==> config.mk <==
export PLATFORM = sky130hd
export DESIGN_NAME = base64_stream_decoder
export DESIGN_NICKNAME = d
export VERILOG_FILES = /design/src/b64sd_pkg.sv /design/src/base64_stream_decoder.sv
export VERILOG_INCLUDE_DIRS = /design/src /design/src/src
export SDC_FILE = /design/constraint.sdc
export NUM_CORES = 1
export LEC_CHECK = 0
export BUFFER_PORTS_ARGS = -buffer_cell sky130_fd_sc_hd__buf_2
export CAP_MARGIN = 20
export CORE_MARGIN = 4
export CORE_UTILIZATION = 50
export DETAILED_ROUTE_END_ITERATION = 16
export GPL_TIMING_DRIVEN = 1
export PLACE_DENSITY = 0.7
export RECOVER_POWER = 25
export SLEW_MARGIN = 0
export SYNTH_ARGS = -nofsm -noshare
export SYNTH_HDL_FRONTEND = slang
export SYNTH_SLANG_ARGS = --single-unit
==> constraint.sdc <==
create_clock -name clk -period 5 [get_ports clk]
set_input_delay 0.75 -clock clk [delete_from_list [all_inputs] [get_ports clk]]
set_output_delay 0.75 -clock clk [all_outputs]
set_load 0.03 [all_outputs]
==> src/base64_stream_decoder_assert.svh <==
// Assertion macros for the base64 stream decoder.
// Used by base64_stream_decoder.sv; expects clk and arst_n in scope.
`ifndef BASE64_STREAM_DECODER_ASSERT_SVH
`define BASE64_STREAM_DECODER_ASSERT_SVH

// Same-cycle implication, checked outside reset.
`define B64SD_ASSERT_IMP(lbl, ante, cons, msg) \
	lbl: assert property (@(posedge clk) disable iff (!arst_n) (ante) |-> (cons)) \
		else $error(msg);

// Next-cycle implication, checked outside reset.
`define B64SD_ASSERT_NXT(lbl, ante, cons, msg) \
	lbl: assert property (@(posedge clk) disable iff (!arst_n) (ante) |=> (cons)) \
		else $error(msg);

`endif

==> src/b64sd_pkg.sv <==
// Package for the base64 stream decoder: status codes, character codes
// and the symbol lookup. No dependencies.
`default_nettype none

package b64sd_pkg;

	typedef enum logic [1:0] {
		ST_CONSUMED = 2'd0,
		ST_PAD      = 2'd1,
		ST_IGNORED  = 2'd2,
		ST_INVALID  = 2'd3
	} status_t;

	typedef struct packed {
		logic       valid;
		logic [5:0] value;
	} sym_t;

	localparam logic [7:0] CH_PAD   = 8'h3D;
	localparam logic [7:0] CH_CR    = 8'h0D;
	localparam logic [7:0] CH_LF    = 8'h0A;
	localparam logic [7:0] CH_SPACE = 8'h20;
	localparam logic [7:0] CH_TAB   = 8'h09;
	localparam logic [7:0] CH_UPPER_A = 8'h41;
	localparam logic [7:0] CH_UPPER_Z = 8'h5A;
	localparam logic [7:0] CH_LOWER_A = 8'h61;
	localparam logic [7:0] CH_LOWER_Z = 8'h7A;
	localparam logic [7:0] CH_DIGIT_0 = 8'h30;
	localparam logic [7:0] CH_DIGIT_9 = 8'h39;
	localparam logic [7:0] CH_PLUS    = 8'h2B;
	localparam logic [7:0] CH_SLASH   = 8'h2F;

	localparam logic [7:0] OFS_LOWER = 8'd26;
	localparam logic [7:0] OFS_DIGIT = 8'd52;
	localparam logic [5:0] VAL_PLUS  = 6'd62;
	localparam logic [5:0] VAL_SLASH = 6'd63;

	function automatic sym_t symbol_lookup(input logic [7:0] c);
		sym_t       s;
		logic [7:0] d;
		s = '0;
		d = '0;
		if (c >= CH_UPPER_A && c <= CH_UPPER_Z) begin
			d = c - CH_UPPER_A;
			s.valid = 1'b1;
			s.value = d[5:0];
		end else if (c >= CH_LOWER_A && c <= CH_LOWER_Z) begin
			d = c - CH_LOWER_A + OFS_LOWER;
			s.valid = 1'b1;
			s.value = d[5:0];
		end else if (c >= CH_DIGIT_0 && c <= CH_DIGIT_9) begin
			d = c - CH_DIGIT_0 + OFS_DIGIT;
			s.valid = 1'b1;
			s.value = d[5:0];
		end else if (c == CH_PLUS) begin
			s.valid = 1'b1;
			s.value = VAL_PLUS;
		end else if (c == CH_SLASH) begin
			s.valid = 1'b1;
			s.value = VAL_SLASH;
		end
		return s;
	endfunction

endpackage

`default_nettype wire

==> src/base64_stream_decoder.sv <==
// A character passes the input register, then the result register driving m_axis.
// Throughput: one character per cycle; the input and result registers form a
// two-stage pipeline that advances whenever the result stage is empty or taken.
// Reset: arst_n clears both valid flags and the decoder state (bit buffer,
// pending count, padding and reject flags) at once; the block is ready right after.
// Depends on b64sd_pkg and base64_stream_decoder_assert.svh.
`default_nettype none
`include "base64_stream_decoder_assert.svh"

module base64_stream_decoder
	import b64sd_pkg::*;
(
	input  wire logic       clk,
	input  wire logic       arst_n,
	input  wire logic       s_axis_tvalid,
	output logic            s_axis_tready,
	input  wire logic [7:0] s_axis_tdata,  // [7:0] char_code
	input  wire logic       s_axis_tlast,  // last_char
	output logic            m_axis_tvalid,
	input  wire logic       m_axis_tready,
	output logic [7:0]      m_axis_tdata,  // [7:0] data_byte
	output logic [2:0]      m_axis_tuser,  // [0] has_byte, [2:1] status
	output logic            m_axis_tlast   // text_done
);

	logic       valid_s1;
	logic [7:0] char_s1;
	logic       last_s1;

	logic       valid_s2;
	logic [7:0] byte_s2;
	logic       has_s2;
	status_t    status_s2;
	logic       last_s2;

	logic [11:0] buf_q;
	logic [2:0]  pend_q;
	logic        pad_q;
	logic        rej_q;

	logic        s2_free;
	logic        advance;
	sym_t        sym;
	logic [11:0] buf_shift;
	logic [3:0]  pend_sum;
	logic [3:0]  pend_rem;
	logic [11:0] byte_shift;

	logic [11:0] buf_d;
	logic [2:0]  pend_d;
	logic        pad_d;
	logic        rej_d;
	logic [7:0]  byte_d;
	logic        has_d;
	status_t     status_d;

	assign s2_free       = !valid_s2 || m_axis_tready;
	assign advance       = valid_s1 && s2_free;
	assign s_axis_tready = !valid_s1 || s2_free;

	assign sym        = symbol_lookup(char_s1);
	assign buf_shift  = {buf_q[5:0], sym.value};
	assign pend_sum   = {1'b0, pend_q} + 4'd6;
	assign pend_rem   = pend_sum - 4'd8;
	assign byte_shift = buf_shift >> pend_rem;

	always_comb begin
		buf_d    = buf_q;
		pend_d   = pend_q;
		pad_d    = pad_q;
		rej_d    = rej_q;
		byte_d   = '0;
		has_d    = 1'b0;
		status_d = ST_CONSUMED;
		priority if (pad_q || rej_q) begin
			status_d = ST_IGNORED;
		end else if (char_s1 == CH_PAD) begin
			pad_d    = 1'b1;
			status_d = ST_PAD;
		end else if (char_s1 == CH_CR || char_s1 == CH_LF ||
				char_s1 == CH_SPACE || char_s1 == CH_TAB) begin
			status_d = ST_CONSUMED;
		end else if (!sym.valid) begin
			rej_d    = 1'b1;
			status_d = ST_INVALID;
		end else begin
			buf_d = buf_shift;
			if (pend_sum[3]) begin
				pend_d = pend_rem[2:0];
				byte_d = byte_shift[7:0];
				has_d  = 1'b1;
			end else begin
				pend_d = pend_sum[2:0];
			end
		end
	end

	always_ff @(posedge clk or negedge arst_n) begin
		if (!arst_n) begin
			valid_s1 <= 1'b0;
		end else if (s_axis_tready) begin
			valid_s1 <= s_axis_tvalid;
		end
	end

	always_ff @(posedge clk) begin
		if (s_axis_tready && s_axis_tvalid) begin
			char_s1 <= s_axis_tdata;
			last_s1 <= s_axis_tlast;
		end
	end

	always_ff @(posedge clk or negedge arst_n) begin
		if (!arst_n) begin
			buf_q  <= '0;
			pend_q <= '0;
			pad_q  <= 1'b0;
			rej_q  <= 1'b0;
		end else if (advance) begin
			if (last_s1) begin
				buf_q  <= '0;
				pend_q <= '0;
				pad_q  <= 1'b0;
				rej_q  <= 1'b0;
			end else begin
				buf_q  <= buf_d;
				pend_q <= pend_d;
				pad_q  <= pad_d;
				rej_q  <= rej_d;
			end
		end
	end

	always_ff @(posedge clk or negedge arst_n) begin
		if (!arst_n) begin
			valid_s2 <= 1'b0;
		end else if (s2_free) begin
			valid_s2 <= valid_s1;
		end
	end

	always_ff @(posedge clk) begin
		if (advance) begin
			byte_s2   <= byte_d;
			has_s2    <= has_d;
			status_s2 <= status_d;
			last_s2   <= last_s1;
		end
	end

	assign m_axis_tvalid = valid_s2;
	assign m_axis_tdata  = byte_s2;
	assign m_axis_tuser  = {status_s2, has_s2};
	assign m_axis_tlast  = last_s2;

	`B64SD_ASSERT_IMP(a_byte_only_on_consume, valid_s2 && has_s2,
		status_s2 == ST_CONSUMED, "byte emitted with a non-consume status")
	`B64SD_ASSERT_IMP(a_byte_zero_when_none, valid_s2 && !has_s2,
		byte_s2 == 8'd0, "data byte not zero without a byte")
	`B64SD_ASSERT_IMP(a_pending_even, 1'b1, !pend_q[0], "pending bit count is odd")
	`B64SD_ASSERT_NXT(a_clear_after_last, advance && last_s1,
		pend_q == 3'd0 && !pad_q && !rej_q, "state not cleared after last character")

endmodule

`default_nettype wire

==> results.md, run 1 <==
- Synth unique cells: 63
- I/O Buffers: 26
- Area grow syn2layout: 11.75%
- DRT Pass-1 Iters: 4
- Worst-Margin Slew: 0.6394 ns
- Setup Skew: 0.008336 ns
- DRT iter0 DRCs: 241
- CP max FO: 14
- Skew-Pair Late Insertion Delay: 0.29 ns
- CP Capture Type: flop
- Diode count: 0
- Syn Inst Count: 207
- Peak VDD IR: 0.1872 mV
- Largest net degree at the start of global routing: 18
- Syn_nets: 230
- Fin. Hold Viols: 0
- Post-Syn Area per Cell: 10.39 um^2
- Maximum capacitance violations: 0
- Nets: 255
- Slew Viols, Final: 0
- Ranking of synthesized cells by area: edfxtp_1, dfrtp_1, ha_1
- Setup crit start kind: flop
- Fin worst setup slack: 2.233 ns
- Seq/Total Area, Yosys: 43.28%
- Via-per-instance ratio: 6.071
- Hold Worst Slack: 0.4495 ns
- YS warnings: 0
- Sw Pwr: 248.1 uW
- Initial Util: 52.63%
- Avg WL per Cell: 16.38 um
- Clock slew at reported path FFs: 0.07 ns
- First-pass GRT wire length: 7686 um
- Pre-CTS setup slack: 2.239 ns
- Number of global-route vias before repair: 1571
- Worst slew margin: 57.37%
- Synth cell count leaders: edfxtp_1, nor2_1, a21oi_1, dfrtp_1, inv_1
- Die area: 5415 um^2
- Root Buffer: clkbuf_8
- Total gr overflow: 0
- P per Cell Area: 333.8 nW/um^2
- Share of power burned in registers: 42.7%
- Top cell type's share of synthesized area: 29.32%
- Final Setup Violations: 0
- Worst EP required: 5.02 ns
- Post-synth EDFFs: 21
- Register bit total from synthesis: 33
- Maximum clock frequency: 361.4 MHz
- Setup Fix Bufs, Post-CTS: 0
- Rows: 23
- IO Count: 27
- Post-Layout Cell Count: 283
- Largest area contributor in the netlist: edfxtp_1
- Placed wire-length estimate: 3441 um
- Die height: 73.59 um
- Unrepaired setup endpoints after global routing: false
- Detailed Route WL: 4635 um
- Clock power frac: 32.7%
- Remaining DRCs: 0
- Initial antenna violation count: 0
- H-tree depth: 2
- Sw frac: 30.93%
- Fin util: 58.82%
- Resize count post-CTS: 0
- Core area: 4086 um^2
- Gr usage total: 19.02%
- Top FF cell, synth: edfxtp_1
- Min cycle time layout: 2.767 ns
- Placer congestion estimate: 0.9612
- CTS Hold Bufs: 0
- Leakage: 0.9270 nW
- Sink Count: 33
- Fraction of layout cells with a size suffix above 1: 20.17%
- Period utilisation layout: 55.33%
- HP Class: in2async
- Top-count cell post-synth: edfxtp_1
- Final instance area: 2404 um^2
- Synth async-reset ratio: 36.36%
- CTS buffer count: 5
- Vias: 1718
- Final Power: 802.2 uW
- Area of the mapped netlist: 2151 um^2
- Comb pwr share: 24.6%
- Setup CP Type: reg2reg
- Routed Antenna Nets: 0
- TritonCTS clock tree: yes
- Bufs on Longest Clock Path: 2
- Arrival @ worst endpoint: 2.79 ns
- Area after DPL: 2288 um^2
- Aggregate negative setup slack: 0 ns
- Status: finished, final reports clean
- Die Span X: 73.59 um
- Dpl cells: 275
- Internal Pwr Total: 554.1 uW
## power groups by stage
stage | clock (mW) | sequential (mW) | combinational [mW]
global placement | 0 | 0.347 | 0.194
CTS | 0.270 | 0.342 | 0.197
detailed placement | 0 | 0.347 | 0.195
global route | 0.283 | 0.346 | 0.214
floorplan | 0 | 0.355 | 0.144
finish | 0.262 | 0.342 | 0.197
## path summary, 6_finish.rpt
| check | slack, ns | endpoint | depth (start not counted) | start |
|---|---|---|---|---|
| setup / recovery | 2.23 | m_axis_tdata[2] | 8 | char_s1[1] |
| hold / removal | 0.45 | pad_q | 1 | arst_n |
| setup reg to reg | 2.23 | m_axis_tdata[2] | 8 | char_s1[1] |
| hold reg to reg | 0.49 | pend_q[2] | 1 | pend_q[2] |
| max in group asynchronous | 4.13 | rej_q | 1 | arst_n |
| min in group clk | 0.49 | pend_q[2] | 1 | pend_q[2] |
## per-layer routing
layer | global-route usage, % | wire length [um] | vias up
met3 | 4.925 | 431 | 6
met5 | 0 | 0 | -
li1 | - | - | 837
met4 | 6.439 | 59 | 0
met2 | 27.85 | 2018 | 84
met1 | 27.23 | 2125 | 791
## cells in the final DEF, fill, tap and decap left out, types with 3 or more instances in the layout
| cell | Yosys | layout |
|---|---|---|
| o2bb2ai_1 | 4 | 4 |
| dfrtp_1 | 12 | 12 |
| buf_2 | 2 | 25 |
| clkbuf_8 | 0 | 6 |
| mux2i_1 | 4 | 4 |
| nor3_1 | 10 | 10 |
| ha_1 | 10 | 10 |
| a21oi_1 | 12 | 12 |
| nand2b_1 | 7 | 7 |
| o211ai_1 | 3 | 3 |
| nor2_1 | 20 | 20 |
| o31ai_1 | 3 | 3 |
| nor2b_1 | 5 | 5 |
| inv_1 | 11 | 11 |
| a22o_1 | 3 | 3 |
| nand4_1 | 6 | 6 |
| a211oi_1 | 4 | 4 |
| edfxtp_1 | 21 | 21 |
| nand2_1 | 10 | 10 |
| nand3_1 | 6 | 6 |
## critical path, cell delays in order, from the launching register on
cell and delay (ns):
edfxtp_1 0.52, inv_1 0.11, ha_1 0.27, nor2b_1 0.17
o2bb2ai_2 0.43, and3_1 0.42, a221oi_2 0.14, o41ai_1 0.35
a211oi_1 0.09
## flip-flops by register name (all words and copies together), names as in the netlist
name,cells
status_s2,2
pend_q,2
last_s1,1
m_axis_tdata,8
valid_s1,1
m_axis_tvalid,1
rej_q,1
buf_q,6
char_s1,8
pad_q,1
m_axis_tlast,1
has_s2,1
## cell families (layout without fill, tap and decap cells)
group	after synthesis	in the layout	synth area share [%]
simple gates	79	79	20.30
compound gates	58	58	22.75
flops	33	33	43.28
buf+inv	20	46	4.654
fa+ha+maj	10	10	5.817
mux	5	5	2.385
xor+xnor	2	2	0.8146
## area by class of cell
type	instances	area, um^2
Clock buffer	7	86.33
Multi-Input combinational cell	154	1120
Clock inverter	1	30.03
Timing Repair Buffer	26	128.9
Fill cell	365	1683
Tap cell	50	62.56
Inverter	12	45.04
Sequential cell	33	930.9
Power figures use the tool's default switching activity.
==> run 2: changes to the inputs <==
PLACE_DENSITY = 0.73   (was 0.7)
clock period = 2.5 ns   (was 5 ns; I/O delays follow)
==> results.md, run 2 (synthesis gave the netlist of run 1 again) <==
- Total gr overflow: 0 (unchanged)
- Detailed Route WL: 5067 um (was 4635 um)
- Hold Worst Slack: 0.2500 ns (was 0.4495 ns)
- Die Span X: 73.59 um (unchanged)
- Placer congestion estimate: 0.9120 (was 0.9612)
- Maximum capacitance violations: 0 (unchanged)
- Setup Skew: 0.01021 ns (was 0.008336 ns)
- Most common cell after layout, fill and taps aside: buf_2 (unchanged)
- Leakage: 1.011 nW (was 0.9270 nW)
- Pre-CTS setup slack: 0.06370 ns (was 2.239 ns)
- Setup CP Type: reg2reg (unchanged)
- Die height: 73.59 um (unchanged)
- IO Count: 27 (unchanged)
- CP max FO: 8 (was 14)
- Most frequent cells in the layout: buf_2, edfxtp_1, nor2_1, buf_4 (was buf_2, edfxtp_1, nor2_1, a21oi_1, dfrtp_1)
- H-tree depth: 2 (unchanged)
- Root Buffer: clkbuf_8 (unchanged)
- Remaining DRCs: 0 (unchanged)
- Dpl cells: 288 (was 275)
- Vias: 1829 (was 1718)
- Fin util: 62.86% (was 58.82%)
- Initial antenna violation count: 0 (unchanged)
- Avg WL per Cell: 16.95 um (was 16.38 um)
- Min cycle time layout: 2.404 ns (was 2.767 ns)
- Fin worst setup slack: 0.09636 ns (was 2.233 ns)
- Diode count: 0 (unchanged)
- Sink Count: 33 (unchanged)
- Nets: 271 (was 255)
- Status: finished, final reports clean (unchanged)
- Die area: 5415 um^2 (unchanged)
- Slew Viols, Final: 0 (unchanged)
- Number of global-route vias before repair: 1751 (was 1571)
- Period utilisation layout: 96.15% (was 55.33%)
- Worst slew margin: 54.21% (was 57.37%)
- Placed wire-length estimate: 3722 um (was 3441 um)
- Setup crit start kind: flop (unchanged)
- DRT Pass-1 Iters: 5 (was 4)
- CTS buffer count: 5 (unchanged)
- Final instance area: 2569 um^2 (was 2404 um^2)
- Gr usage total: 20.18% (was 19.02%)
- Peak VDD IR: 0.4244 mV (was 0.1872 mV)
- TritonCTS clock tree: yes (unchanged)
- Slowest stage delay, CP: 0.47 ns (was 0.52 ns)
- Fin. Hold Viols: 0 (unchanged)
- Final Power: 1.648 mW (was 802.2 uW)
- P per Cell Area: 641.8 nW/um^2 (was 333.8 nW/um^2)
- Area after DPL: 2386 um^2 (was 2288 um^2)
- Arrival @ worst endpoint: 2.58 ns (was 2.79 ns)
- Rows: 23 (unchanged)
- Routed Antenna Nets: 0 (unchanged)
- Clock slew at reported path FFs: 0.08 ns (was 0.07 ns)
- I/O Buffers: 26 (unchanged)
- Area grow syn2layout: 19.43% (was 11.75%)
- Worst EP required: 2.68 ns (was 5.02 ns)
- First-pass GRT wire length: 8293 um (was 7686 um)
- Cell Chain, Critical Path: buf_4 -> ha_1 -> and3_4 -> a211oi_1 -> a21boi_4 -> o31ai_2 -> a21o_4 -> mux2_2 (was inv_1 -> ha_1 -> nor2b_1 -> o2bb2ai_2 -> and3_1 -> a221oi_2 -> o41ai_1 -> a211oi_1)
- DRT iter0 DRCs: 153 (was 241)
- Largest net degree at the start of global routing: 16 (was 18)
- Bufs on Longest Clock Path: 2 (unchanged)
- HP Class: in2reg (was in2async)
- Skew-Pair Late Insertion Delay: 0.29 ns (about the same)
- Final Setup Violations: 0 (unchanged)
- Aggregate negative setup slack: 0 ns (unchanged)
- Maximum clock frequency: 416.0 MHz (was 361.4 MHz)
- Fraction of layout cells with a size suffix above 1: 27.71% (was 20.17%)
- CP Capture Type: flop (unchanged)
- Initial Util: 52.63% (unchanged)
- Worst-Margin Slew: 0.6868 ns (was 0.6394 ns)
- Post-Layout Cell Count: 299 (was 283)
- Core area: 4086 um^2 (unchanged)
- Unrepaired setup endpoints after global routing: true (was false)
- Via-per-instance ratio: 6.117 (was 6.071)
- Crit-path slowest cell: edfxtp_1 (unchanged)
==> run 2: cell types whose count changed in the layout (fill, tap and decap cells not counted), sizes merged <==
cell / change
dlygate4sd3: +1
buf: +15
==> run 2: layout make-up <==
class	count	area, um^2
Fill cell	331	1518
Multi-Input combinational cell	154	1159
Sequential cell	33	930.9
Timing Repair Buffer	42	255.2
Clock buffer	7	86.33
Tap cell	50	62.56
Inverter	12	45.04
Clock inverter	1	30.03
==> run 2: final timing paths <==
path / startpoint / to / depth (start not counted) / slack, ns
hold reg to reg: pend_q[2] / pend_q[2] / 1 / 0.49
setup / recovery: char_s1[0] / pend_q[1] / 8 / 0.1
min in group asynchronous: arst_n / pad_q / 2 / 0.64
hold / removal: s_axis_tdata[2] / char_s1[2] / 1 / 0.25
max in group asynchronous: arst_n / buf_q[0] / 2 / 1.43
setup reg to reg: char_s1[0] / pend_q[1] / 8 / 0.1
==> run 2: where the power goes <==
part	total, mW	internal (mW)	switching [mW]
logic	0.452	0.178	0.274
registers	0.669	0.635	0.0347
clock network	0.527	0.325	0.202
==> run 2: timing repair <==
| item | in CTS | in global routing |
|---|---|---|
| setup endpoints to repair | 0 | 18 |
| hold buffers | 1 | 0 |
| setup buffers | 0 | 2 |
| resized for setup | 0 | 10 |
| hold endpoints to repair | 12 | 0 |
==> run 2: routing by layer <==
metal	part of all wire, %	track usage [%]	vias up
met5	0	0	-
met4	2.3	8.249	0
met2	47	32.38	101
met3	9.3	4.651	14
met1	41	26.12	843
li1	-	-	871
==> run 2: worst max-delay path, delay by kind of cell (launching register included) <==
family | cells | cell delay, ns
AOI/OAI and AO/OA | 4 | 0.95
adders and majority gates | 1 | 0.25
muxes | 1 | 0.26
buffers and inverters | 1 | 0.17
DFF | 1 | 0.47
and+or+nand+nor | 1 | 0.18
